### src/design/calendar_to_epoch_seconds_assert.svh
// Assertion macros shared by the date conversion modules.
`ifndef CALENDAR_TO_EPOCH_SECONDS_ASSERT_SVH
`define CALENDAR_TO_EPOCH_SECONDS_ASSERT_SVH

// Same-cycle implication, checked outside reset.
`define CTE_ASSERT_IMP(label, clk, rst_n, ante, cons) \
  label: assert property (@(posedge clk) disable iff (!rst_n) (ante) |-> (cons)) \
    else $error("date conversion check failed");

// Next-cycle implication, checked outside reset.
`define CTE_ASSERT_NXT(label, clk, rst_n, ante, cons) \
  label: assert property (@(posedge clk) disable iff (!rst_n) (ante) |=> (cons)) \
    else $error("date conversion check failed");

`endif

### src/design/cte_pkg.sv
package cte_pkg;

  localparam int YEAR_W = 14;

  typedef logic [YEAR_W-1:0] year_t;

  localparam year_t START_YEAR_RST = 14'd1970;

  // floor(x / 100) for any 15-bit x, as a multiply by a rounded-up reciprocal.
  localparam logic [15:0] RECIP_100 = 16'd41944;
  localparam int RECIP_SH = 22;

  // Days in the months before the given month of a common year.
  localparam logic [8:0] DAYS_BEFORE [16] = '{
    9'd0, 9'd0, 9'd31, 9'd59, 9'd90, 9'd120, 9'd151, 9'd181,
    9'd212, 9'd243, 9'd273, 9'd304, 9'd334, 9'd365, 9'd365, 9'd365
  };

  typedef struct packed {
    logic       valid;
    logic       early;
    year_t      year;
    year_t      start_year;
    logic [7:0] q_ceil_y;
    logic [7:0] q_ceil_s;
    logic [7:0] q_floor_y;
    logic [3:0] month;
    logic [4:0] day;
    logic [4:0] hour;
    logic [5:0] minute;
    logic [5:0] second;
  } s1_t;

  typedef struct packed {
    logic        valid;
    logic        early;
    year_t       dyear;
    logic [11:0] dleap;
    logic [8:0]  mdays;
    logic [4:0]  day;
    logic [4:0]  hour;
    logic [5:0]  minute;
    logic [5:0]  second;
  } s2_t;

  typedef struct packed {
    logic        valid;
    logic        early;
    logic [31:0] days;
    logic [16:0] hms;
  } s3_t;

  function automatic logic [8:0] div100(input logic [14:0] x);
    logic [30:0] p;
    p = {16'b0, x} * {15'b0, RECIP_100};
    return p[RECIP_SH+8:RECIP_SH];
  endfunction

endpackage

### src/design/calendar_to_epoch_seconds.sv
// Pipeline: a request accepted at one clock edge passes through four register
// stages, s1, s2, s3 and the output register, before it is on the result ports.
// Throughput: one request per cycle; busy stays low and the result strobe cannot stall.
// Reset: synchronous, active low; it clears the stage valid bits and loads
// start_year with 1970. Results in flight are dropped.
`include "calendar_to_epoch_seconds_assert.svh"

module calendar_to_epoch_seconds (
  input  logic                clk,
  input  logic                rst_n,
  input  logic                start,
  output logic                busy,
  input  cte_pkg::year_t      in_year,
  input  logic [3:0]          in_month,
  input  logic [4:0]          in_day,
  input  logic [4:0]          in_hour,
  input  logic [5:0]          in_minute,
  input  logic [5:0]          in_second,
  output logic                out_valid,
  output logic [31:0]         out_epoch_seconds,
  input  logic                cfg_valid,
  output logic                cfg_ready,
  input  cte_pkg::year_t      cfg_start_year
);
  import cte_pkg::*;

  // The start year register. The user must rewrite it only while no request is
  // in flight, so every stage sees a stable value; the block does not enforce it.
  year_t start_year_r;
  s1_t   s1;
  s3_t   s3;

  // The pipeline has no back pressure: every stage advances each cycle, so
  // a request is taken whenever start is high.
  assign busy      = 1'b0;
  assign cfg_ready = 1'b1;

  always_ff @(posedge clk) begin
    if (!rst_n) begin
      start_year_r <= START_YEAR_RST;
    end else if (cfg_valid && cfg_ready) begin
      start_year_r <= cfg_start_year;
    end
  end

  // Stage one: year comparison and the century quotients, each from a
  // reciprocal multiply.
  cte_leap_div u_leap_div (
    .clk        (clk),
    .rst_n      (rst_n),
    .start      (start && !busy),
    .in_year    (in_year),
    .in_month   (in_month),
    .in_day     (in_day),
    .in_hour    (in_hour),
    .in_minute  (in_minute),
    .in_second  (in_second),
    .start_year (start_year_r),
    .s1         (s1)
  );

  // Stages two and three: leap counts, month offset, then the day number and
  // the seconds within the day.
  cte_day_count u_day_count (
    .clk   (clk),
    .rst_n (rst_n),
    .s1    (s1),
    .s3    (s3)
  );

  // Stage four: days scaled to seconds and the registered result.
  cte_scale u_scale (
    .clk               (clk),
    .rst_n             (rst_n),
    .s3                (s3),
    .out_valid         (out_valid),
    .out_epoch_seconds (out_epoch_seconds)
  );

  // Every accepted request produces its result strobe, and a strobe never
  // appears without an earlier request.
  `CTE_ASSERT_NXT(a_request_gives_result, clk, rst_n, start && !busy, ##3 out_valid)
  `CTE_ASSERT_IMP(a_result_has_request, clk, rst_n, out_valid, $past(start, 4))

endmodule

### src/design/cte_leap_div.sv
module cte_leap_div (
  input  logic                clk,
  input  logic                rst_n,
  input  logic                start,
  input  cte_pkg::year_t      in_year,
  input  logic [3:0]          in_month,
  input  logic [4:0]          in_day,
  input  logic [4:0]          in_hour,
  input  logic [5:0]          in_minute,
  input  logic [5:0]          in_second,
  input  cte_pkg::year_t      start_year,
  output cte_pkg::s1_t        s1
);
  import cte_pkg::*;

  s1_t        s1_r;
  s1_t        s1_nxt;
  logic [8:0] qcy;
  logic [8:0] qcs;
  logic [8:0] qfy;

  // Century counts for the request year and the start year.
  always_comb begin
    qcy = div100(15'(in_year) + 15'd99);
    qcs = div100(15'(start_year) + 15'd99);
    qfy = div100(15'(in_year));
    s1_nxt.valid      = start;
    s1_nxt.early      = in_year < start_year;
    s1_nxt.year       = in_year;
    s1_nxt.start_year = start_year;
    s1_nxt.q_ceil_y   = qcy[7:0];
    s1_nxt.q_ceil_s   = qcs[7:0];
    s1_nxt.q_floor_y  = qfy[7:0];
    s1_nxt.month      = in_month;
    s1_nxt.day        = in_day;
    s1_nxt.hour       = in_hour;
    s1_nxt.minute     = in_minute;
    s1_nxt.second     = in_second;
  end

  always_ff @(posedge clk) begin
    if (!rst_n) begin
      s1_r.valid <= 1'b0;
    end else begin
      s1_r <= s1_nxt;
    end
  end

  assign s1 = s1_r;

endmodule

### src/design/cte_day_count.sv
module cte_day_count (
  input  logic         clk,
  input  logic         rst_n,
  input  cte_pkg::s1_t s1,
  output cte_pkg::s3_t s3
);
  import cte_pkg::*;

  s2_t         s2_r;
  s2_t         s2_nxt;
  s3_t         s3_r;
  s3_t         s3_nxt;
  logic [12:0] leaps_y;
  logic [12:0] leaps_s;
  logic [14:0] century_y;
  logic        is_century;
  logic        is_leap;
  logic [22:0] year_days;

  // Leap years below n are ceil(n/4) - ceil(n/100) + ceil(n/400).
  always_comb begin
    leaps_y = 13'((15'(s1.year) + 15'd3) >> 2) - 13'(s1.q_ceil_y)
            + 13'((9'(s1.q_ceil_y) + 9'd3) >> 2);
    leaps_s = 13'((15'(s1.start_year) + 15'd3) >> 2) - 13'(s1.q_ceil_s)
            + 13'((9'(s1.q_ceil_s) + 9'd3) >> 2);
    century_y  = 15'(s1.q_floor_y) * 15'd100;
    is_century = century_y == 15'(s1.year);
    is_leap    = ((s1.year[1:0] == 2'b00) && !is_century)
              || (is_century && (s1.q_floor_y[1:0] == 2'b00));

    s2_nxt.valid  = s1.valid;
    s2_nxt.early  = s1.early;
    s2_nxt.dyear  = s1.year - s1.start_year;
    s2_nxt.dleap  = 12'(leaps_y - leaps_s);
    s2_nxt.mdays  = DAYS_BEFORE[s1.month]
                  + 9'((s1.month > 4'd2) && is_leap);
    s2_nxt.day    = s1.day;
    s2_nxt.hour   = s1.hour;
    s2_nxt.minute = s1.minute;
    s2_nxt.second = s1.second;
  end

  // Day number since the start, and the seconds within the day.
  always_comb begin
    year_days     = 23'(s2_r.dyear) * 23'd365;
    s3_nxt.valid  = s2_r.valid;
    s3_nxt.early  = s2_r.early;
    s3_nxt.days   = 32'(year_days) + 32'(s2_r.dleap) + 32'(s2_r.mdays)
                  + 32'(s2_r.day) - 32'd1;
    s3_nxt.hms    = 17'(s2_r.hour) * 17'd3600 + 17'(s2_r.minute) * 17'd60
                  + 17'(s2_r.second);
  end

  always_ff @(posedge clk) begin
    if (!rst_n) begin
      s2_r.valid <= 1'b0;
      s3_r.valid <= 1'b0;
    end else begin
      s2_r <= s2_nxt;
      s3_r <= s3_nxt;
    end
  end

  assign s3 = s3_r;

endmodule

### src/design/cte_scale.sv
`include "calendar_to_epoch_seconds_assert.svh"

module cte_scale (
  input  logic         clk,
  input  logic         rst_n,
  input  cte_pkg::s3_t s3,
  output logic         out_valid,
  output logic [31:0]  out_epoch_seconds
);
  import cte_pkg::*;

  logic        out_valid_r;
  logic [31:0] out_epoch_seconds_r;
  logic [31:0] secs_nxt;

  // The product wraps to 32 bits, matching the modulo behavior of the result.
  always_comb begin
    secs_nxt = s3.early ? 32'd0 : (s3.days * 32'd86400 + 32'(s3.hms));
  end

  always_ff @(posedge clk) begin
    if (!rst_n) begin
      out_valid_r <= 1'b0;
    end else begin
      out_valid_r <= s3.valid;
    end
    out_epoch_seconds_r <= secs_nxt;
  end

  assign out_valid         = out_valid_r;
  assign out_epoch_seconds = out_epoch_seconds_r;

  `CTE_ASSERT_NXT(a_early_zero, clk, rst_n, s3.valid && s3.early, out_epoch_seconds == 32'd0)

endmodule
### config.mk
export PLATFORM = sky130hd
export DESIGN_NAME = calendar_to_epoch_seconds
export DESIGN_NICKNAME = d
export VERILOG_FILES = /design/src/design/cte_pkg.sv /design/src/design/calendar_to_epoch_seconds.sv /design/src/design/cte_leap_div.sv /design/src/design/cte_day_count.sv /design/src/design/cte_scale.sv
export VERILOG_INCLUDE_DIRS = /design/src /design/src/design
export SDC_FILE = /design/constraint.sdc
export NUM_CORES = 1
export LEC_CHECK = 0
export BUFFER_PORTS_ARGS = -buffer_cell sky130_fd_sc_hd__buf_4
export CAP_MARGIN = 20
export CORE_ASPECT_RATIO = 1.2
export CORE_MARGIN = 4
export CORE_UTILIZATION = 60
export CTS_CLUSTER_DIAMETER = 200
export DETAILED_ROUTE_END_ITERATION = 7
export GPL_TIMING_DRIVEN = 0
export PLACE_DENSITY = 0.84
export SETUP_SLACK_MARGIN = 0.02
export SYNTH_ARGS = -nofsm -noshare
export SYNTH_HDL_FRONTEND = slang
export SYNTH_SLANG_ARGS = --single-unit
### constraint.sdc
create_clock -name clk -period 7.71 [get_ports clk]
set_input_delay 0.3855 -clock clk [delete_from_list [all_inputs] [get_ports clk]]
set_output_delay 0.3855 -clock clk [all_outputs]
set_load 0.01 [all_outputs]
---- Word level (Yosys, flattened, before mapping) ----
Memory sizes are Yosys's and may differ from the RTL's.
Index checks and enable logic that the tools add are counted.
storage, ports and cells
  bits in registers ....................... 237
  ROM bits ................................ 144
  input bits .............................. 58
  output and inout bits ................... 35
  logic and storage cells ................. 71
  memories ................................ 1
cells by class
  $add $sub $neg .......................... 20
  multipliers ............................. 8
  $lt $le $gt $ge ......................... 3
  eq/ne operators ......................... 1
  mux-type cells .......................... 2
  bitwise gates (word level) .............. 1
  reduce and logical (&&, ||, !) cells .... 7
memories
  name              words  bits a word  rd ports  clocked after Yosys merged registers in  write ports  line                 text
  (name not given)  16     9            1         0                                        0            cte_day_count.sv:35  s2_nxt.mdays = DAYS_BEFORE[s1.month]
operators by type and width
  cell                                                 number
  multiplier 15 x 13 -> 27 bit, second input constant  2
  adder 32 x 17 -> 32 bit                              1
  adder 32 x 5 -> 32 bit                               1
  adder 32 x 9 -> 32 bit                               1
  multiplier 32 x 10 -> 25 bit, second input constant  1
  subtractor 32 x 1 -> 32 bit, second input constant   1
  adder 14 x 7 -> 15 bit, second input constant        2
  adder 14 x 2 -> 14 bit, second input constant        2
  multiplier 14 x 13 -> 27 bit, second input constant  1
  adder 12 x 11 -> 12 bit                              2
  adder 23 x 12 -> 24 bit                              1
  subtractor 12 x 8 -> 12 bit                          2
  multiplier 14 x 9 -> 23 bit, second input constant   1
  adder 8 x 2 -> 9 bit, second input constant          2
  2-to-1 mux 9 bit                                     2
  adder 17 x 12 -> 17 bit                              1
  adder 17 x 6 -> 17 bit                               1
  equality test 15 x 14 -> 1 bit                       1
  less-than comparator 14 bit                          1
  subtractor 14 bit                                    1
  multiplier 5 x 8 -> 13 bit, second input constant    1
  multiplier 8 x 5 -> 13 bit, second input constant    1
  subtractor 12 bit                                    1
  multiplier 6 x 4 -> 10 bit, second input constant    1
  8 further kinds                                      11

---- Logic depth before layout (Yosys ltp) ----
  depth after elaboration ................. 7
  depth in mapped cells ................... 29
  gate-level depth less buffers ........... 29

---- Hierarchy ----
A second synthesis with hierarchy kept.
unflattened totals
  cells, all modules ...................... 3,100
  area total of the unflattened synthesis .. 31,755.5 um2
by module, submodules not included
  module                     times used  cells an instance  area each (um2)  seq. area each (um2)
  cte_leap_div               1           1,279              13,683.1         2,392.3
  cte_day_count              1           1,225              12,724.7         3,133.0
  cte_scale                  1           547                4,799.6          660.6
  calendar_to_epoch_seconds  1           49                 548.0            280.3

---- Worst setup path after synthesis ----
Ideal clock, no wire load.
  path kind ............................... register to register
  start ................................... register u_day_count.s2_r[48] (netlist bit)
  end ..................................... register u_day_count.s3_r, in the netlist u_day_count.s3[41], data pin
  data arrival time ....................... 6.918 ns
  data required time ...................... 7.530 ns
  slack ................................... 0.612 ns
  stages on the path, launching flop included .. 28
  path buffers ............................ 0
  period minus slack after synthesis ...... 7.098 ns
  path through ............................ edfxtp_1 ha_1 inv_1 fa_1 fa_1 inv_1 fa_1 inv_1 fa_1 inv_1 ha_1 a21o_1 a21oi_1 o21ai_0 a211oi_1 xnor2_1 inv_1 ha_1 ha_1 a21o_1 a211o_1 a21oi_1 o21ai_1 o41ai_1 o21ai_0 or4_1 a2111o_1 o311ai_1
RTL lines
  item                    line                 text
  from (decl)             cte_day_count.sv:9   s2_t s2_r;
  from (signal assigned)  cte_day_count.sv:59  s2_r <= s2_nxt;
  to (signal assigned)    cte_day_count.sv:60  s3_r <= s3_nxt;
  to (decl)               cte_day_count.sv:11  s3_t s3_r;

==> key figures <==
Detailed routing
  • ANT nets after route: 0
  • Wirelength per Cell: 14.96 um
  • DR vias: between 20000 and 25000
  • Drt pass-1 iters: 5
  • Final wirelength: 59.21 mm
  • DRC: 0
  • Via density: ~5.3
  • Iter 0 DRT Violations: 831

Place
  • PortBufs: 90
  • DP HPWL: 49.51 mm
  • Final Wtd Congestion: 0.8977

Cells and area
  • Multi-input logic area: ~0.022 mm^2
  • Fin nets: ~4300
  • Layout area overhead: 9.259%
  • Post-layout util: 0.6639
  • Ant. Diodes: 0
  • Reg area: between 0.006 and 0.007 mm^2
  • Fill count: roughly 3800
  • Layout cells sized above 1: 0.05612

CTS
  • Longest Clk Path Bufs: 3
  • H-tree depth: 1
  • Root Buffer: clkbuf_16
  • Clock slew at reported path FFs: roughly 0.07 ns
  • CTS Sinks: between 200 and 250
  • Inserted Clock Buffers: 27
  • Clock Latency Late Sink: 0.57 ns
  • CTS tree: built

Timing
  • Final Skew: roughly 0.024 ns
  • Slew Limit Fails: 0
  • Rel. slew slack: 0.3822
  • Worst-margin pin slew: 0.9201 ns
  • Crit share post-route: 0.9626
  • Final count of hold timing violations: 0
  • Fmax: 0.1347 GHz
  • RSZ-0062 raised after global routing: yes
  • Final setup viols: 0
  • Sum Neg Setup Slack: 0 ns
  • Tmin final: around 7.4 ns

Synthesis
  • Sequential fraction of the synthesis area: 0.2049
  • Seq cells post-synth: 230
  • Number of synthesized flops with an enable pin: 180
  • Distinct cells, synth: 76
  • Fraction of registers with async set or reset after synthesis: 0
  • Synth Area per Inst: 10.12 um^2
  • Post-Synthesis Cell Area: around 0.031 mm^2
  • Top FF cell, synth: edfxtp_1
  • Mapped Nets: just over 4000
  • Syn Inst Count: 3090
  • Yosys Warn Count: 0

Hold path
  • Hold depth: 2
  • Min-Delay Endpoint: u_leap_div.s1[79]
  • Hold WC Path Type: input pin to flip-flop
  • Hold path start: start

Setup path
  • Top delay family on crit path: adder cells
  • RR Endpoint: u_day_count.s3[41]
  • Reg2Reg Setup Slack: roughly 0.29 ns
  • CP max FO: 6
  • Start of the worst register-to-register path: u_day_count.s2_r[48]
  • Max incr delay on CP: between 0.5 and 0.6 ns
  • R2R depth: 28
  • CP max-delay cell: fa_1
  • Critical Path Sink Type: flip-flop
  • Stages on worst setup path: 28
  • Worst endpoint data arrival time: ~8 ns
  • CP Class: flip-flop to flip-flop
  • Startpoint Class: flip-flop
  • Critical Path RT: a little over 8 ns
  • Buffers & Inverters on Critical Path: 5

Die
  • Die span in x: 216.4 um
  • Core area: between 0.05 and 0.06 mm^2
  • Initial Utilization: 0.6076
  • Die area: between 0.05 and 0.06 mm^2
  • Die Height: 258.1 um
  • Rows: 91
  • IO Pins: 93

Global routing
  • Antenna violations before repair: 1
  • Global Route Usage Sum: 0.2196
  • Vias in the first global route: 22310
  • GR Overflow Total: 0
  • Largest net degree at the start of global routing: between 100 and 150
  • Global-route wire length before repair: roughly 100 mm

Outcome
  • Outcome: finished clean

Run
  • Max_cap viols: 0
## cells in the mapped netlist (25+ instances only)
master      n  area (um^2)
dfxtp_1    50         1001
nand2_1    98        367.9
nor2b_1    37        231.5
inv_1     832         3123
nand3_1    39        195.2
edfxtp_1  180         5405
a21oi_1    95        475.5
a21o_1     55        412.9
ha_1      638         7983
xor2_1     61        534.3
xnor2_1   176         1541
nor2_1    112        420.4
nor3_1     30        150.1
fa_1      350         7007
o21a_1     25        187.7
o21ai_0    56        280.3
## repair_timing
item	CTS	global route
hold buffers	25	0
hold endpoints to repair	25	0
gates resized for setup	5	11
cloned	0	0
pin swaps	0	2
endpoints found under the setup margin	2	7
setup buffers	0	4
## registers in the layout (all words and copies together) (netlist names)
| register | count |
|---|---|
| u_leap_div.s1 | 80 |
| u_day_count.s2_r | 59 |
| u_day_count.s3 | 44 |
| u_scale.out_epoch_seconds | 32 |
| start_year_r | 14 |
| u_scale.out_valid | 1 |
## per-stage QoR
step | hold WS [ns] | worst slack (ns) | std cells | instance area, um^2
after detailed placement | 0.4045 | -0.1303 | 3879 | 32860
after CTS | 0.02668 | 0.07264 | 3954 | 34100
after floorplan | 0.4003 | 0.6119 | 3090 | 31270
final | 0.03283 | 0.2880 | 3958 | 34170
after global placement | 0.4012 | -0.08466 | 3877 | 32820
after global routing | 0.03613 | -0.06625 | 3958 | 34170
## layer usage
metal,share of wire,up-vias,track usage,wire length [um]
met3,0.033,145,0.02330,1932
met1,0.39,10030,0.2527,23260
met2,0.54,377,0.4243,32020
li1,-,10250,-,-
met4,0.034,2,0.07025,1989
met5,0.00022,-,0,13
## layout by cell type (no fill, tap or decap), types with 10 or more instances in the layout
master / netlist / final
a211oi_1: 14 / 13
a21boi_0: 11 / 11
a21o_1: 55 / 55
a21oi_1: 95 / 93
and2_1: 10 / 10
and3_1: 13 / 13
buf_4: 2 / 95
clkbuf_16: 0 / 31
dfxtp_1: 50 / 49
dlygate4sd3_1: 0 / 25
edfxtp_1: 180 / 180
fa_1: 350 / 350
ha_1: 638 / 637
inv_1: 832 / 831
mux2i_1: 13 / 13
nand2_1: 98 / 98
nand2b_1: 22 / 22
nand3_1: 39 / 39
nand4_1: 16 / 16
nor2_1: 112 / 112
nor2b_1: 37 / 37
nor3_1: 30 / 29
o211ai_1: 14 / 14
o21a_1: 25 / 25
o21ai_0: 56 / 54
o21bai_1: 14 / 14
or3_1: 14 / 14
xnor2_1: 176 / 173
xor2_1: 61 / 61
## worst max path at each step
stage	start	to	slack (ns)
6_report	u_day_count.s2_r[48]	u_day_count.s3[41]	0.29
5_1_grt	u_day_count.s2_r[44]	u_day_count.s3[41]	-0.07
4_1_cts	start_year_r[0]	u_leap_div.s1[41]	0.07
3_5_place_dp	u_day_count.s2_r[44]	u_day_count.s3[41]	-0.13
3_3_place_gp	u_day_count.s2_r[48]	u_day_count.s3[41]	-0.08
2_1_floorplan	u_day_count.s2_r[48]	u_day_count.s3[41]	0.61
## layout make-up
cell class | instances | area share
Buffer | 13 | 0.002307
Sequential cell | 230 | 0.1875
Tap cell | 697 | 0.02553
Clock buffer | 36 | 0.02384
Multi-Input combinational cell | 2015 | 0.6360
Timing Repair Buffer | 121 | 0.02930
Inverter | 832 | 0.09141
Clock inverter | 14 | 0.004102
## cell families (layout without fill, tap and decap cells)
group                    count (synthesis)  in the layout  synth area share
AO/OA/AOI/OAI                          348            348           0.07435
flip-flops                             230            230            0.2049
buffers and inverters                  845           1016            0.1024
multiplexers                            14             14          0.004881
XOR/XNOR                               238            238           0.06710
AND/OR/NAND/NOR                        425            425           0.06682
adder cells (fa/ha/maj)                988            988            0.4794
other                                    2              2         0.0002402
## worst register-to-register path: cells and delay by family, from the launching register on
kind | cells | cell delay (ns)
compound gates | 11 | 2.34
xor+xnor | 1 | 0.19
fa+ha+maj | 8 | 3.38
buf+inv | 5 | 0.27
flops | 1 | 0.41
simple gates | 3 | 0.67
Power is not shown: default switching activity piles up to over one toggle a cycle in this logic, so the estimate is an artifact.
